File: src/rtl/tma_pkg.sv
`default_nettype none

package tma_pkg;

  // Fixed field widths
  localparam int SAMPLE_BITS = 24;
  localparam int FRAC_BITS   = 8;
  localparam int AVG_W       = 32;
  localparam int WIN_W       = 7;

  // Running sum holds up to 127 full-scale samples
  localparam int SUM_W = SAMPLE_BITS + WIN_W;
  // Dividend is the sum magnitude scaled by the fraction bits
  localparam int DIV_W = SUM_W + FRAC_BITS;

  // Depth of the queue between front and back
  localparam int QDEPTH = 2;

  localparam logic [WIN_W-1:0] WIN_RESET = WIN_W'(8);

  typedef struct packed {
    logic signed [SAMPLE_BITS-1:0] sample;
    logic                          last_in;
  } in_req_t;

  typedef struct packed {
    logic signed [AVG_W-1:0] average;
    logic                    last_out;
  } out_req_t;

  // One queued division job
  typedef struct packed {
    logic signed [SUM_W-1:0] sum;
    logic [WIN_W-1:0]        fill;
    logic                    last;
  } job_t;

endpackage

`default_nettype wire

File: src/rtl/tma_front.sv
`default_nettype none

module tma_front #(
  parameter int MAX_WINDOW = 64
) (
  input  wire logic             clk_i,
  input  wire logic             rst_ni,
  input  wire logic             in_valid_i,
  output logic                  in_stall_o,
  input  wire tma_pkg::in_req_t in_req_i,
  input  wire logic             cfg_valid_i,
  input  wire logic [tma_pkg::WIN_W-1:0] cfg_data_i,
  input  wire logic             q_full_i,
  output logic                  push_o,
  output tma_pkg::job_t         push_data_o
);

  localparam int PTR_W = (MAX_WINDOW > 1) ? $clog2(MAX_WINDOW) : 1;
  localparam int AW    = ((PTR_W > tma_pkg::WIN_W) ? PTR_W : tma_pkg::WIN_W) + 1;
  localparam int CAP   = (MAX_WINDOW < 127) ? MAX_WINDOW : 127;
  localparam logic [tma_pkg::WIN_W-1:0] CAP_L   = tma_pkg::WIN_W'(CAP);
  localparam logic [PTR_W-1:0]          PTR_TOP = PTR_W'(MAX_WINDOW - 1);
  localparam logic [AW-1:0]             DEPTH_X = AW'(MAX_WINDOW);

  logic signed [tma_pkg::SAMPLE_BITS-1:0] ring_q [MAX_WINDOW];
  logic signed [tma_pkg::SAMPLE_BITS-1:0] rd_q;
  logic signed [tma_pkg::SAMPLE_BITS-1:0] smp_q;
  logic                                   last_q;
  logic                                   drop_q;

  logic                             pend_q, pend_d;
  logic [PTR_W-1:0]                 wp_q, wp_d;
  logic [tma_pkg::WIN_W-1:0]        fill_q, fill_d, fill_new;
  logic signed [tma_pkg::SUM_W-1:0] sum_q, sum_d, sum_new, sub_val;
  logic [tma_pkg::WIN_W-1:0]        len_q, len_d, eff_win;
  logic [AW-1:0]                    wp_x, win_x, idx_x;
  logic [PTR_W-1:0]                 old_idx;
  logic                             accept, drop;

  // Accept only when the previous item has been pushed and the queue has room
  assign in_stall_o = pend_q | q_full_i;
  assign accept     = in_valid_i & ~in_stall_o;

  // Clamp the window length to the usable range
  always_comb begin
    if (len_q == '0) begin
      eff_win = tma_pkg::WIN_W'(1);
    end else if (len_q > CAP_L) begin
      eff_win = CAP_L;
    end else begin
      eff_win = len_q;
    end
  end

  // Locate the sample that leaves the window
  assign wp_x    = AW'(wp_q);
  assign win_x   = AW'(eff_win);
  assign idx_x   = (wp_x >= win_x) ? (wp_x - win_x) : (wp_x + DEPTH_X - win_x);
  assign old_idx = idx_x[PTR_W-1:0];
  assign drop    = (fill_q >= eff_win);

  // Ring: write the new sample, read the oldest one before it is overwritten
  always_ff @(posedge clk_i) begin
    if (accept) begin
      ring_q[wp_q] <= in_req_i.sample;
      rd_q         <= ring_q[old_idx];
      smp_q        <= in_req_i.sample;
      last_q       <= in_req_i.last_in;
      drop_q       <= drop;
    end
  end

  // Update sum and fill count in the cycle after accept
  assign sub_val  = drop_q ? tma_pkg::SUM_W'(rd_q) : '0;
  assign sum_new  = sum_q - sub_val + tma_pkg::SUM_W'(smp_q);
  assign fill_new = drop_q ? fill_q : (fill_q + tma_pkg::WIN_W'(1));

  assign push_o           = pend_q;
  assign push_data_o.sum  = sum_new;
  assign push_data_o.fill = fill_new;
  assign push_data_o.last = last_q;

  always_comb begin
    pend_d = accept;
    wp_d   = wp_q;
    sum_d  = sum_q;
    fill_d = fill_q;
    len_d  = len_q;
    if (accept) begin
      wp_d = (wp_q == PTR_TOP) ? '0 : (wp_q + PTR_W'(1));
    end
    if (cfg_valid_i) begin
      // Restart the window on any register write
      len_d  = cfg_data_i;
      sum_d  = '0;
      fill_d = '0;
    end else if (pend_q) begin
      if (last_q) begin
        sum_d  = '0;
        fill_d = '0;
      end else begin
        sum_d  = sum_new;
        fill_d = fill_new;
      end
    end
  end

  always_ff @(posedge clk_i or negedge rst_ni) begin
    if (!rst_ni) begin
      pend_q <= 1'b0;
      wp_q   <= '0;
      sum_q  <= '0;
      fill_q <= '0;
      len_q  <= tma_pkg::WIN_RESET;
    end else begin
      pend_q <= pend_d;
      wp_q   <= wp_d;
      sum_q  <= sum_d;
      fill_q <= fill_d;
      len_q  <= len_d;
    end
  end

endmodule

`default_nettype wire

File: src/rtl/tma_queue.sv
`default_nettype none

module tma_queue (
  input  wire logic          clk_i,
  input  wire logic          rst_ni,
  input  wire logic          push_i,
  input  wire tma_pkg::job_t push_data_i,
  input  wire logic          pop_i,
  output logic               full_o,
  output logic               valid_o,
  output tma_pkg::job_t      data_o
);

  localparam int PTR_W = (tma_pkg::QDEPTH > 1) ? $clog2(tma_pkg::QDEPTH) : 1;
  localparam int CNT_W = $clog2(tma_pkg::QDEPTH + 1);
  localparam logic [PTR_W-1:0] PTR_TOP = PTR_W'(tma_pkg::QDEPTH - 1);
  localparam logic [CNT_W-1:0] CNT_TOP = CNT_W'(tma_pkg::QDEPTH);

  tma_pkg::job_t    slot_q [tma_pkg::QDEPTH];
  logic [PTR_W-1:0] wr_q, rd_q;
  logic [CNT_W-1:0] cnt_q;

  assign full_o  = (cnt_q == CNT_TOP);
  assign valid_o = (cnt_q != '0);
  assign data_o  = slot_q[rd_q];

  // Store pushed jobs
  always_ff @(posedge clk_i) begin
    if (push_i) begin
      slot_q[wr_q] <= push_data_i;
    end
  end

  // Advance pointers and count
  always_ff @(posedge clk_i or negedge rst_ni) begin
    if (!rst_ni) begin
      wr_q  <= '0;
      rd_q  <= '0;
      cnt_q <= '0;
    end else begin
      if (push_i) begin
        wr_q <= (wr_q == PTR_TOP) ? '0 : (wr_q + PTR_W'(1));
      end
      if (pop_i) begin
        rd_q <= (rd_q == PTR_TOP) ? '0 : (rd_q + PTR_W'(1));
      end
      if (push_i && !pop_i) begin
        cnt_q <= cnt_q + CNT_W'(1);
      end else if (pop_i && !push_i) begin
        cnt_q <= cnt_q - CNT_W'(1);
      end
    end
  end

endmodule

`default_nettype wire

File: src/rtl/tma_back.sv
`default_nettype none

module tma_back (
  input  wire logic          clk_i,
  input  wire logic          rst_ni,
  input  wire logic          q_valid_i,
  input  wire tma_pkg::job_t q_data_i,
  output logic               pop_o,
  output logic               out_valid_o,
  input  wire logic          out_stall_i,
  output tma_pkg::out_req_t  out_req_o
);

  localparam int DW    = tma_pkg::DIV_W;
  localparam int WW    = tma_pkg::WIN_W;
  localparam int AW    = tma_pkg::AVG_W;
  localparam int CNT_W = $clog2(DW + 1);
  localparam logic [CNT_W-1:0] CNT_LAST = CNT_W'(DW - 1);
  localparam logic [DW:0]      NEG_LIM  = (DW + 1)'(1) << (AW - 1);
  localparam logic [DW:0]      POS_LIM  = NEG_LIM - (DW + 1)'(1);
  localparam logic [AW-1:0]    AVG_MAX  = {1'b0, {(AW - 1){1'b1}}};
  localparam logic [AW-1:0]    AVG_MIN  = {1'b1, {(AW - 1){1'b0}}};

  typedef enum logic [2:0] {
    BK_IDLE = 3'b001,
    BK_DIV  = 3'b010,
    BK_DONE = 3'b100
  } back_state_e;

  back_state_e state_q, state_d;
  logic [CNT_W-1:0] cnt_q, cnt_d;
  logic [DW-1:0]    div_q, div_d;
  logic [WW-1:0]    rem_q, rem_d;
  logic [WW-1:0]    den_q, den_d;
  logic             neg_q, neg_d;
  logic             last_q, last_d;
  logic             out_valid_q, out_valid_d;
  tma_pkg::out_req_t out_q, out_d;

  logic [tma_pkg::SUM_W-1:0] mag;
  logic [WW:0]   rem_sh, rem_sub;
  logic          ge;
  logic [DW:0]   q_adj;
  logic [AW-1:0] result;
  logic          out_free;

  assign pop_o       = (state_q == BK_IDLE) && q_valid_i;
  assign out_valid_o = out_valid_q;
  assign out_req_o   = out_q;
  assign out_free    = ~out_valid_q | ~out_stall_i;

  // Magnitude of the incoming sum
  assign mag = q_data_i.sum[tma_pkg::SUM_W-1] ? (-q_data_i.sum) : q_data_i.sum;

  // One restoring division step
  assign rem_sh  = {rem_q, div_q[DW-1]};
  assign rem_sub = rem_sh - {1'b0, den_q};
  assign ge      = (rem_sh >= {1'b0, den_q});

  // Floor for negative sums, then saturate
  assign q_adj = {1'b0, div_q} + (DW + 1)'(neg_q && (rem_q != '0));
  always_comb begin
    if (neg_q) begin
      result = (q_adj > NEG_LIM) ? AVG_MIN : (AW'(0) - q_adj[AW-1:0]);
    end else begin
      result = (q_adj > POS_LIM) ? AVG_MAX : q_adj[AW-1:0];
    end
  end

  always_comb begin
    state_d     = state_q;
    cnt_d       = cnt_q;
    div_d       = div_q;
    rem_d       = rem_q;
    den_d       = den_q;
    neg_d       = neg_q;
    last_d      = last_q;
    out_d       = out_q;
    out_valid_d = out_valid_q & out_stall_i;
    case (state_q)
      BK_IDLE: begin
        if (q_valid_i) begin
          div_d   = DW'(mag) << tma_pkg::FRAC_BITS;
          rem_d   = '0;
          den_d   = q_data_i.fill;
          neg_d   = q_data_i.sum[tma_pkg::SUM_W-1];
          last_d  = q_data_i.last;
          cnt_d   = '0;
          state_d = BK_DIV;
        end
      end
      BK_DIV: begin
        rem_d = ge ? rem_sub[WW-1:0] : rem_sh[WW-1:0];
        div_d = {div_q[DW-2:0], ge};
        cnt_d = cnt_q + CNT_W'(1);
        if (cnt_q == CNT_LAST) begin
          state_d = BK_DONE;
        end
      end
      BK_DONE: begin
        // Hold the result until the output register is free
        if (out_free) begin
          out_d.average  = result;
          out_d.last_out = last_q;
          out_valid_d    = 1'b1;
          state_d        = BK_IDLE;
        end
      end
      default: begin
        state_d = BK_IDLE;
      end
    endcase
  end

  always_ff @(posedge clk_i) begin
    cnt_q  <= cnt_d;
    div_q  <= div_d;
    rem_q  <= rem_d;
    den_q  <= den_d;
    neg_q  <= neg_d;
    last_q <= last_d;
    out_q  <= out_d;
  end

  always_ff @(posedge clk_i or negedge rst_ni) begin
    if (!rst_ni) begin
      state_q     <= BK_IDLE;
      out_valid_q <= 1'b0;
    end else begin
      state_q     <= state_d;
      out_valid_q <= out_valid_d;
    end
  end

endmodule

`default_nettype wire

File: src/rtl/trailing_moving_average_unit.sv
// Channel  Direction  Handshake              Payload
// in       input      in_valid_i/in_stall_o  in_req_i  (sample, last_in)
// out      output     out_valid_o/out_stall_i out_req_o (average, last_out)
// cfg      input      cfg_valid_i/cfg_ready_o cfg_data_i (window_len)
//
// From accept to a valid result the steps are: sum update, queue pop, 39
// restoring divide steps (one quotient bit a cycle) and the output load.
// The back works on one job at a time and loads its result before it pops another; the block holds up to four requests.
// Reset is asynchronous; the sample ring is not cleared, as only entries
// written since the last restart are read.
// A stalled result sits in the output register while the divider goes on.
`default_nettype none

module trailing_moving_average_unit #(
  parameter int MAX_WINDOW = 64
) (
  input  wire logic              clk_i,
  input  wire logic              rst_ni,
  input  wire logic              in_valid_i,
  output logic                   in_stall_o,
  input  wire tma_pkg::in_req_t  in_req_i,
  output logic                   out_valid_o,
  input  wire logic              out_stall_i,
  output tma_pkg::out_req_t      out_req_o,
  input  wire logic              cfg_valid_i,
  output logic                   cfg_ready_o,
  input  wire logic [tma_pkg::WIN_W-1:0] cfg_data_i
);

  logic          q_push, q_full, q_valid, q_pop, cfg_wr;
  tma_pkg::job_t push_data, q_data;

  // Register writes are always taken
  assign cfg_ready_o = 1'b1;
  assign cfg_wr      = cfg_valid_i & cfg_ready_o;

  tma_front #(
    .MAX_WINDOW(MAX_WINDOW)
  ) u_front (
    .clk_i       (clk_i),
    .rst_ni      (rst_ni),
    .in_valid_i  (in_valid_i),
    .in_stall_o  (in_stall_o),
    .in_req_i    (in_req_i),
    .cfg_valid_i (cfg_wr),
    .cfg_data_i  (cfg_data_i),
    .q_full_i    (q_full),
    .push_o      (q_push),
    .push_data_o (push_data)
  );

  tma_queue u_queue (
    .clk_i       (clk_i),
    .rst_ni      (rst_ni),
    .push_i      (q_push),
    .push_data_i (push_data),
    .pop_i       (q_pop),
    .full_o      (q_full),
    .valid_o     (q_valid),
    .data_o      (q_data)
  );

  tma_back u_back (
    .clk_i       (clk_i),
    .rst_ni      (rst_ni),
    .q_valid_i   (q_valid),
    .q_data_i    (q_data),
    .pop_o       (q_pop),
    .out_valid_o (out_valid_o),
    .out_stall_i (out_stall_i),
    .out_req_o   (out_req_o)
  );

  // Front never pushes into a full queue
  a_no_overflow: assert property (@(posedge clk_i) disable iff (!rst_ni)
    q_push |-> !q_full)
    else $error("job pushed into full queue");

  // Every accepted item is pushed in the following cycle
  a_push_follows: assert property (@(posedge clk_i) disable iff (!rst_ni)
    (in_valid_i && !in_stall_o) |=> q_push)
    else $error("accepted item not pushed");

  // Checks that the divisor handed to the back is never zero
  a_nonzero_div: assert property (@(posedge clk_i) disable iff (!rst_ni)
    q_pop |-> (q_data.fill != '0))
    else $error("zero divisor popped");

endmodule

`default_nettype wire
File: config.mk
export PLATFORM = sky130hd
export DESIGN_NAME = trailing_moving_average_unit
export DESIGN_NICKNAME = d
export VERILOG_FILES = /design/src/rtl/tma_pkg.sv /design/src/rtl/tma_front.sv /design/src/rtl/tma_queue.sv /design/src/rtl/tma_back.sv /design/src/rtl/trailing_moving_average_unit.sv
export SDC_FILE = /design/constraint.sdc
export NUM_CORES = 2
export LEC_CHECK = 0
export BUFFER_PORTS_ARGS = -buffer_cell sky130_fd_sc_hd__buf_4
export CORE_MARGIN = 3
export CORE_UTILIZATION = 63
export CTS_CLUSTER_SIZE = 28
export DETAILED_ROUTE_END_ITERATION = 6
export GPL_ROUTABILITY_DRIVEN = 0
export PLACE_DENSITY = 0.9
export SLEW_MARGIN = 20
export SYNTH_ARGS = -nofsm -noshare
export SYNTH_HDL_FRONTEND = slang
export SYNTH_SLANG_ARGS = --single-unit
File: constraint.sdc
create_clock -name clk_i -period 4.98 [get_ports clk_i]
set_input_delay 0.498 -clock clk_i [delete_from_list [all_inputs] [get_ports clk_i]]
set_output_delay 0.498 -clock clk_i [all_outputs]
set_load 0.02 [all_outputs]
; ---- Word level (Yosys, flattened, before mapping)
; Memories as Yosys holds them, arrays and structs flattened. A register that Yosys moved wholly into a read port is not among the register bits.
; Index checks and enable logic that the tools add are counted.
; W data, S select, Z words.
[totals]
register_bits = 180
latchBits = 0
ram_bits = 1614
romBits = 0
output_inout_bits = 36
word_cells = 114
mem_count = 2
[memory_table]
columns = memory, words, word_bits, read_ports, rd_ports_with_merged_regs, write_ports, line
row1 = u_front.ring_q, 64, 24, 1, 1, 1, tma_front.sv:25  ; logic signed [tma_pkg::SAMPLE_BITS-1:0] ring_q [MAX_WINDOW];
row2 = u_queue.slot_q, 2, 39, 1, 0, 1, tma_queue.sv:19  ; tma_pkg::job_t slot_q [tma_pkg::QDEPTH];
[op_classes]
addsub = 16
multipliers = 0
n_div = 0
n_lt_le_gt_ge = 6
n_eq_ne = 9
n_shift = 0
muxes = 37
bitwise = 7
reduce_logical = 16
[op_table]
columns = cell, count
row1 = $mux W31, 5
row2 = $mux W32, 3
row3 = $pmux W39 S2, 1
row4 = $mux W7, 8
row5 = $add A39 B1 Y40, 1
row6 = $gt A40 B31 Y1 const B, 1
row7 = $gt A40 B32 Y1 const B, 1
row8 = $mux W39, 1
row9 = $sub A1 B32 Y32 const A, 1
row10 = $add A31 B24 Y31, 1
row11 = $neg A31 Y31, 1
row12 = $sub A31 B31 Y31, 1
row13 = $add A6 B1 Y6 const B, 3
row14 = $mux W6, 3
row15 = $pmux W7 S2, 1
row16 = $eq A6 B6 Y1 const B, 2
row17 = $pmux W6 S2, 1
row18 = $sub A6 B6 Y6, 2
row19 = $mux W3, 3
row20 = $pmux W3 S3, 1
row21 = $ge A8 B7 Y1, 1
row22 = $mux W1, 8
row23 = $reduce_bool A2 Y1, 4
row24 = $add A7 B1 Y7 const B, 1
row25 = 22 further kinds, 36

; ---- Longest topological paths before layout
[depth]
depth_word = 6
ltp_mapped = 17
mapped_depth_nobuf = 14

; ---- Hierarchy
; Synthesis repeated with hierarchy kept, for this count alone.
[hier_totals]
hier_cells = 3837
area_unflattened_um2 = 75369.8
[modules_own_cells]
columns = mod, n_inst, cells_per_inst, area_each_um2
row1 = tma_front, 1, 2985, 65371.4
row2 = tma_back, 1, 713, 6971.7
row3 = tma_queue, 1, 137, 3015.4
row4 = trailing_moving_average_unit, 1, 2, 11.3

; ---- Worst setup path after synthesis
; No wires, ideal clock.
[synth_path]
path_kind = register -> register
from = register u_queue.cnt_q[0]
to = memory u_front.ring_q[31][0] (netlist bit) (enable)
setup_time_ns = 0.406
arrival_time_ns = 4.097
required_time_ns = 4.574
slack_ns = 0.477
stages_incl_launch_ff = 7
path_buffers = 1
synth_period_minus_slack_ns = 4.503
path_cell_list = dfrtp_1 -> inv_1 -> a21oi_1 -> and2_1 -> clkbuf_1 -> nand4_1 -> nor2_1
[synth_between]
elab_chain_len = 6
[synth_rtl]
columns = item, line
row1 = from (decl), tma_queue.sv:21  ; logic [CNT_W-1:0] cnt_q;
row2 = from (signal assigned), tma_queue.sv:48  ; cnt_q <= cnt_q + CNT_W'(1);
row3 = from (signal assigned), tma_queue.sv:50  ; cnt_q <= cnt_q - CNT_W'(1);
row4 = $eq A2 B2 Y1, tma_queue.sv:23  ; assign full_o = (cnt_q == CNT_TOP);
row5 = $or A1 B1 Y1, tma_front.sv:41  ; assign in_stall_o = pend_q | q_full_i;
row6 = $not A1 Y1, tma_front.sv:42  ; assign accept = in_valid_i & ~in_stall_o;
row7 = $and A1 B1 Y1, tma_front.sv:42
row8 = net u_front.accept, tma_front.sv:38  ; logic accept, drop;
row9 = $mux W1, tma_front.sv:64  ; if (accept) begin
row10 = $mux W1 (not written as such), tma_front.sv:65  ; ring_q[wp_q] <= in_req_i.sample;
row11 = to (decl), tma_front.sv:25
; The timed path passes the listed nets, and every way through them passes these cells.

; ---- Final worst setup path
[layout_path]
from = register u_front.len_q[2] (netlist bit)
to = register u_front.rd_q[3] (netlist bit), read port of u_front.ring_q (data pin)
[layout_between]
elab_chain_len = 5
[layout_rtl]
columns = item, line
row1 = from (decl), tma_front.sv:35  ; logic [tma_pkg::WIN_W-1:0] len_q, len_d, eff_win;
row2 = from (signal assigned), tma_front.sv:114  ; len_q <= tma_pkg::WIN_RESET;
row3 = from (signal assigned), tma_front.sv:120  ; len_q <= len_d;
row4 = $gt A7 B7 Y1, tma_front.sv:48  ; end else if (len_q > CAP_L) begin
row5 = $mux W7, tma_front.sv:48
row6 = $mux W7 *, tma_front.sv:46  ; if (len_q == '0) begin
row7 = $sub A6 B6 Y6 / $ge A6 B7 Y1 (equally long branches), tma_front.sv:58  ; assign idx_x = (wp_x >= win_x) ? (wp_x - win_x) : (wp_x + DEPTH_X - win_x);
row8 = $mux W6 *, tma_front.sv:58
row9 = to (decl), tma_front.sv:26  ; logic signed [tma_pkg::SAMPLE_BITS-1:0] rd_q;
; Mark *: on every way between the ends. The rest lies on a longest branch, timed or not.
; A chain may end at the register's enable or synchronous reset.

==> impl_results.rst <==
.. list-table::
   :header-rows: 1

   * - Metric
     - Value
   * - Outcome
     - finished, violations left
   * - Violated checks
     - DRC
   * - Critical path arrival
     - 5.46 ns
   * - Final Cycle Share
     - 0.990
   * - Combinational share of power
     - 0.437
   * - Upper clock frequency limit
     - 0.203 GHz
   * - Wire length of the first global-routing pass
     - 310000 um
   * - Min-Delay Startpoint
     - cfg_valid_i
   * - Net count after synthesis
     - 3965
   * - Port Buffers
     - 71
   * - Clock buffer depth
     - 3
   * - Aggregate global routing overflow
     - 0
   * - Synthesized area per cell
     - 19.6 sq um
   * - Placed wire-length estimate after detailed placement
     - 113000 um
   * - TritonCTS clock tree
     - yes
   * - Detailed-route DRC error count
     - 9
   * - Post-DRT Antenna Nets
     - 0
   * - Clock Power Share
     - 0.223
   * - Worst-skew pair later-pin latency
     - 0.84 ns
   * - TNS Setup
     - 0 ns
   * - Pleak
     - 27.6 nW
   * - Area of the core
     - 0.117 sq mm
   * - Number of top-level design ports
     - 73
   * - Sequential element share of the synthesized area
     - 0.723
   * - Initial antenna violation count
     - 10
   * - DR iter-0 viols
     - 6978
   * - DR pass1 iterations
     - 7
   * - Max-Slew Margin vs Limit
     - 0.332
   * - Row cnt
     - 125
   * - Worst Setup SP
     - u_front.len_q[2]
   * - Die Y-Extent
     - 351 um
   * - Average wire per standard cell
     - 38.1 um
   * - Startpoint of the lowest-slack register-to-register path
     - u_front.len_q[2]
   * - Wirelength, routed
     - 217000 um
   * - Setup violators final
     - 0
   * - Reported net switching power
     - 22.2 mW
   * - Final Non-Filler Cells
     - 5701
   * - Number of standard cells after synthesis
     - 3835
   * - Kind of end point of the critical path
     - register
   * - DIE AREA
     - 0.123 sq mm
   * - P_int
     - 36.6 mW
   * - Sequential cell fraction of total power
     - 0.340
   * - Clock tree root driver cell
     - sky130_fd_sc_hd__clkbuf_16
   * - Vias after detailed routing
     - 42.3k
   * - Leading register cell type out of synthesis
     - sky130_fd_sc_hd__edfxtp_1
   * - Distinct cell type count after synthesis
     - 85
   * - Number of clock buffers inserted by TritonCTS
     - 173
   * - Post-detailed-route via-to-cell ratio
     - 7.43
   * - Count of flip-flops with a built-in enable after synthesis
     - 1758
   * - RSZ-0062 raised after global routing
     - no
   * - Crit path kind
     - reg -> reg
   * - Number of warnings reported in the yosys synthesis log
     - 0
   * - Vias in the first global route
     - 41.9k
   * - Critical path fanouts, max
     - 55
   * - Switching Fraction
     - 0.377
   * - Clock transition at path regs
     - 0.06 ns
   * - Setup clock skew after layout
     - 0.0626 ns
   * - Slew @ Worst Pin
     - 1.00 ns
   * - Time the worst path needs with I/O delays and setup
     - 4.93 ns
   * - Startpoint type of the worst setup path
     - register
   * - Largest net degree at the start of global routing
     - 73
   * - Chip Width
     - 351 um
   * - Synthesis-to-layout area growth
     - 11.9%
   * - Crit path required time
     - 5.51 ns
   * - Path class of the lowest-slack min-delay path
     - in -> reg
   * - Power per cell area
     - 701 mW/mm^2
   * - Number of fill cells
     - 5984
   * - Worst vdd rail ir drop
     - 0.870 mV
   * - Seq cells post-synth
     - 1818
   * - # H-tree levels
     - 4
   * - Ys async rst share
     - 0.0330
   * - Synthesized cell area
     - 0.0750 sq mm
   * - Count of placed standard cells including taps
     - 5375
   * - Share of cells above drive strength 1
     - 0.261
   * - Number of nets in the layout
     - 4168
   * - Final-report max-slew violation count
     - 0
   * - Total GRT Usage
     - 0.362
   * - Clock sink total
     - 1818
   * - Max capacitance violation total
     - 0
   * - Number of hold-slack violations in the final timing report
     - 0
   * - Effective utilization at floorplan
     - 0.641
routing by layer:
metal | vias to the layer above | share of wire | global-route usage
met5 | - | 0.00051 | 0
met4 | 10 | 0.089 | 0.252
met3 | 962 | 0.12 | 0.0829
met2 | 4105 | 0.48 | 0.582
met1 | 21300 | 0.31 | 0.441
li1 | 15900 | - | -
placed cells by master (no fill, tap or decap), types with 11 or more instances in the layout:
cell                        synthesis  final
sky130_fd_sc_hd__edfxtp_1        1758   1758
sky130_fd_sc_hd__mux4_2           480    480
sky130_fd_sc_hd__buf_4              1    185
sky130_fd_sc_hd__clkbuf_16          0    174
sky130_fd_sc_hd__inv_1            152    152
sky130_fd_sc_hd__nand2_1          116    115
sky130_fd_sc_hd__a21oi_1           92     91
sky130_fd_sc_hd__nor2_1           140     73
sky130_fd_sc_hd__o21ai_0           69     69
sky130_fd_sc_hd__nor2_2             1     67
sky130_fd_sc_hd__xnor2_1           71     67
sky130_fd_sc_hd__ha_1              61     60
sky130_fd_sc_hd__mux2i_1           58     58
sky130_fd_sc_hd__dfrtp_1           58     57
sky130_fd_sc_hd__nand3_1           51     51
sky130_fd_sc_hd__xor2_1            51     51
sky130_fd_sc_hd__nor2b_1           44     43
sky130_fd_sc_hd__and2_1            43     41
sky130_fd_sc_hd__a22o_1            36     36
sky130_fd_sc_hd__clkinv_2           0     35
sky130_fd_sc_hd__clkinv_1           0     33
sky130_fd_sc_hd__clkbuf_1         128     32
sky130_fd_sc_hd__fa_1              32     31
sky130_fd_sc_hd__a211oi_1          32     27
sky130_fd_sc_hd__nor3_1            26     26
sky130_fd_sc_hd__buf_12             0     24
sky130_fd_sc_hd__nand4_1           21     21
sky130_fd_sc_hd__a21o_1            21     21
sky130_fd_sc_hd__mux2_2            18     18
sky130_fd_sc_hd__and3_1            16     16
sky130_fd_sc_hd__nand2b_1          13     13
sky130_fd_sc_hd__nor4_1            13     13
sky130_fd_sc_hd__a221oi_2          13     13
sky130_fd_sc_hd__nor3b_1           12     12
sky130_fd_sc_hd__or3_1             11     11
metrics by stage:
stage          hold slack, ns  setup WS (ns)   util  power, mW  instance area [sq um]
5_1_grt                0.0607         0.0630  0.717       60.4                  84000
6_report               0.0640         0.0477  0.717       58.9                  84000
3_5_place_dp            0.422         0.0542  0.668       44.2                  78300
4_1_cts                0.0188         0.0802  0.716       58.2                  83900
2_1_floorplan           0.202          0.477      -       35.9                  75000
3_3_place_gp            0.427          0.249  0.668       42.9                  78300
synth_stat cells (36+ instances only):
master | count | area (sq um)
sky130_fd_sc_hd__a22o_1 | 36 | 315
sky130_fd_sc_hd__ha_1 | 61 | 763
sky130_fd_sc_hd__mux2i_1 | 58 | 581
sky130_fd_sc_hd__xnor2_1 | 71 | 622
sky130_fd_sc_hd__dfrtp_1 | 58 | 1450
sky130_fd_sc_hd__nand3_1 | 51 | 255
sky130_fd_sc_hd__xor2_1 | 51 | 447
sky130_fd_sc_hd__inv_1 | 152 | 571
sky130_fd_sc_hd__nor2b_1 | 44 | 275
sky130_fd_sc_hd__clkbuf_1 | 128 | 480
sky130_fd_sc_hd__mux4_2 | 480 | 10800
sky130_fd_sc_hd__buf_1 | 46 | 173
sky130_fd_sc_hd__edfxtp_1 | 1758 | 52800
sky130_fd_sc_hd__and2_1 | 43 | 269
sky130_fd_sc_hd__nor2_1 | 140 | 526
sky130_fd_sc_hd__o21ai_0 | 69 | 345
sky130_fd_sc_hd__nand2_1 | 116 | 435
sky130_fd_sc_hd__a21oi_1 | 92 | 460
cell families after synthesis:
family,after synthesis,share of synthesized area
flip-flops,1818,0.723
multiplexers,556,0.154
AND/OR/NAND/NOR,553,0.0385
AO/OA/AOI/OAI,349,0.0328
buffers and inverters,343,0.0177
XOR/XNOR,122,0.0142
adder cells (fa/ha/maj),93,0.0187
other,1,0.0000500
sequential cells by signal (all words and copies together), names as in the netlist, 2 cells and up:
signal	cells
u_queue.cnt_q	2
u_front.len_q	7
u_back.div_q	39
u_front.fill_q	7
u_back.rem_q	7
u_front.wp_q	6
u_front.smp_q	24
u_back.den_q	7
u_front.sum_q	31
u_back.out_req_o	33
u_back.cnt_q	6
u_queue.slot_q	78
u_front.ring_q	1536
u_back.state_q	3
u_front.rd_q	24
critical path: stages, from the launching register on:
cell and delay [ns]:
sky130_fd_sc_hd__dfrtp_1 0.44, sky130_fd_sc_hd__nor3_1 0.15, sky130_fd_sc_hd__a21oi_1 0.10, sky130_fd_sc_hd__nor2_2 0.32, sky130_fd_sc_hd__ha_4 0.19, sky130_fd_sc_hd__inv_1 0.06
sky130_fd_sc_hd__fa_4 0.47, sky130_fd_sc_hd__a21o_1 0.19, sky130_fd_sc_hd__a21oi_1 0.52, sky130_fd_sc_hd__xnor2_2 0.28, sky130_fd_sc_hd__buf_12 0.47, sky130_fd_sc_hd__mux4_2 0.43
sky130_fd_sc_hd__nor2b_1 0.23, sky130_fd_sc_hd__a211oi_1 0.43, sky130_fd_sc_hd__buf_4 0.24, sky130_fd_sc_hd__a21oi_1 0.06
power groups by stage:
stage / registers [mW] / logic (mW) / clock network, mW
final: 20.0 / 25.7 / 13.1
after global routing: 20.1 / 26.7 / 13.7
after CTS: 19.9 / 25.1 / 13.2
after detailed placement: 20.2 / 24.0 / 0
after global placement: 20.1 / 22.8 / 0
after floorplan: 19.7 / 16.2 / 0
final cells by class:
cell class / instances / area, sq um / area share
clock buffer: 214 / 4580 / 0.0546
sequential: 1818 / 54300 / 0.647
antenna: 1 / 2.50 / 0.0000298
multi-input combinational: 1674 / 19700 / 0.235
timing repair buffer: 219 / 1970 / 0.0235
clock inverter: 99 / 933 / 0.0111
tap: 1524 / 1910 / 0.0227
inverter: 152 / 571 / 0.00679
path summary, 6_finish.rpt:
path | to | slack, ns | cells past startpoint
max | u_front.rd_q[3] | 0.05 | 15
min | u_front.len_q[6] | 0.06 | 2
max reg2reg | u_front.rd_q[3] | 0.05 | 15
min reg2reg | u_back.out_req_o[0] | 0.44 | 0
max in group asynchronous | u_queue.rd_q | 3.97 | 2
min in group asynchronous | u_queue.cnt_q[0] | 0.32 | 2
what timing repair did:
action,CTS,global route
setup buffers,0,0
resized for setup,1,6
endpoints found under the setup margin,1,17
pin swaps,0,0
hold buffers,10,0
hold endpoints to repair,67,0
Note: power is estimated with default switching activity, not from simulation.
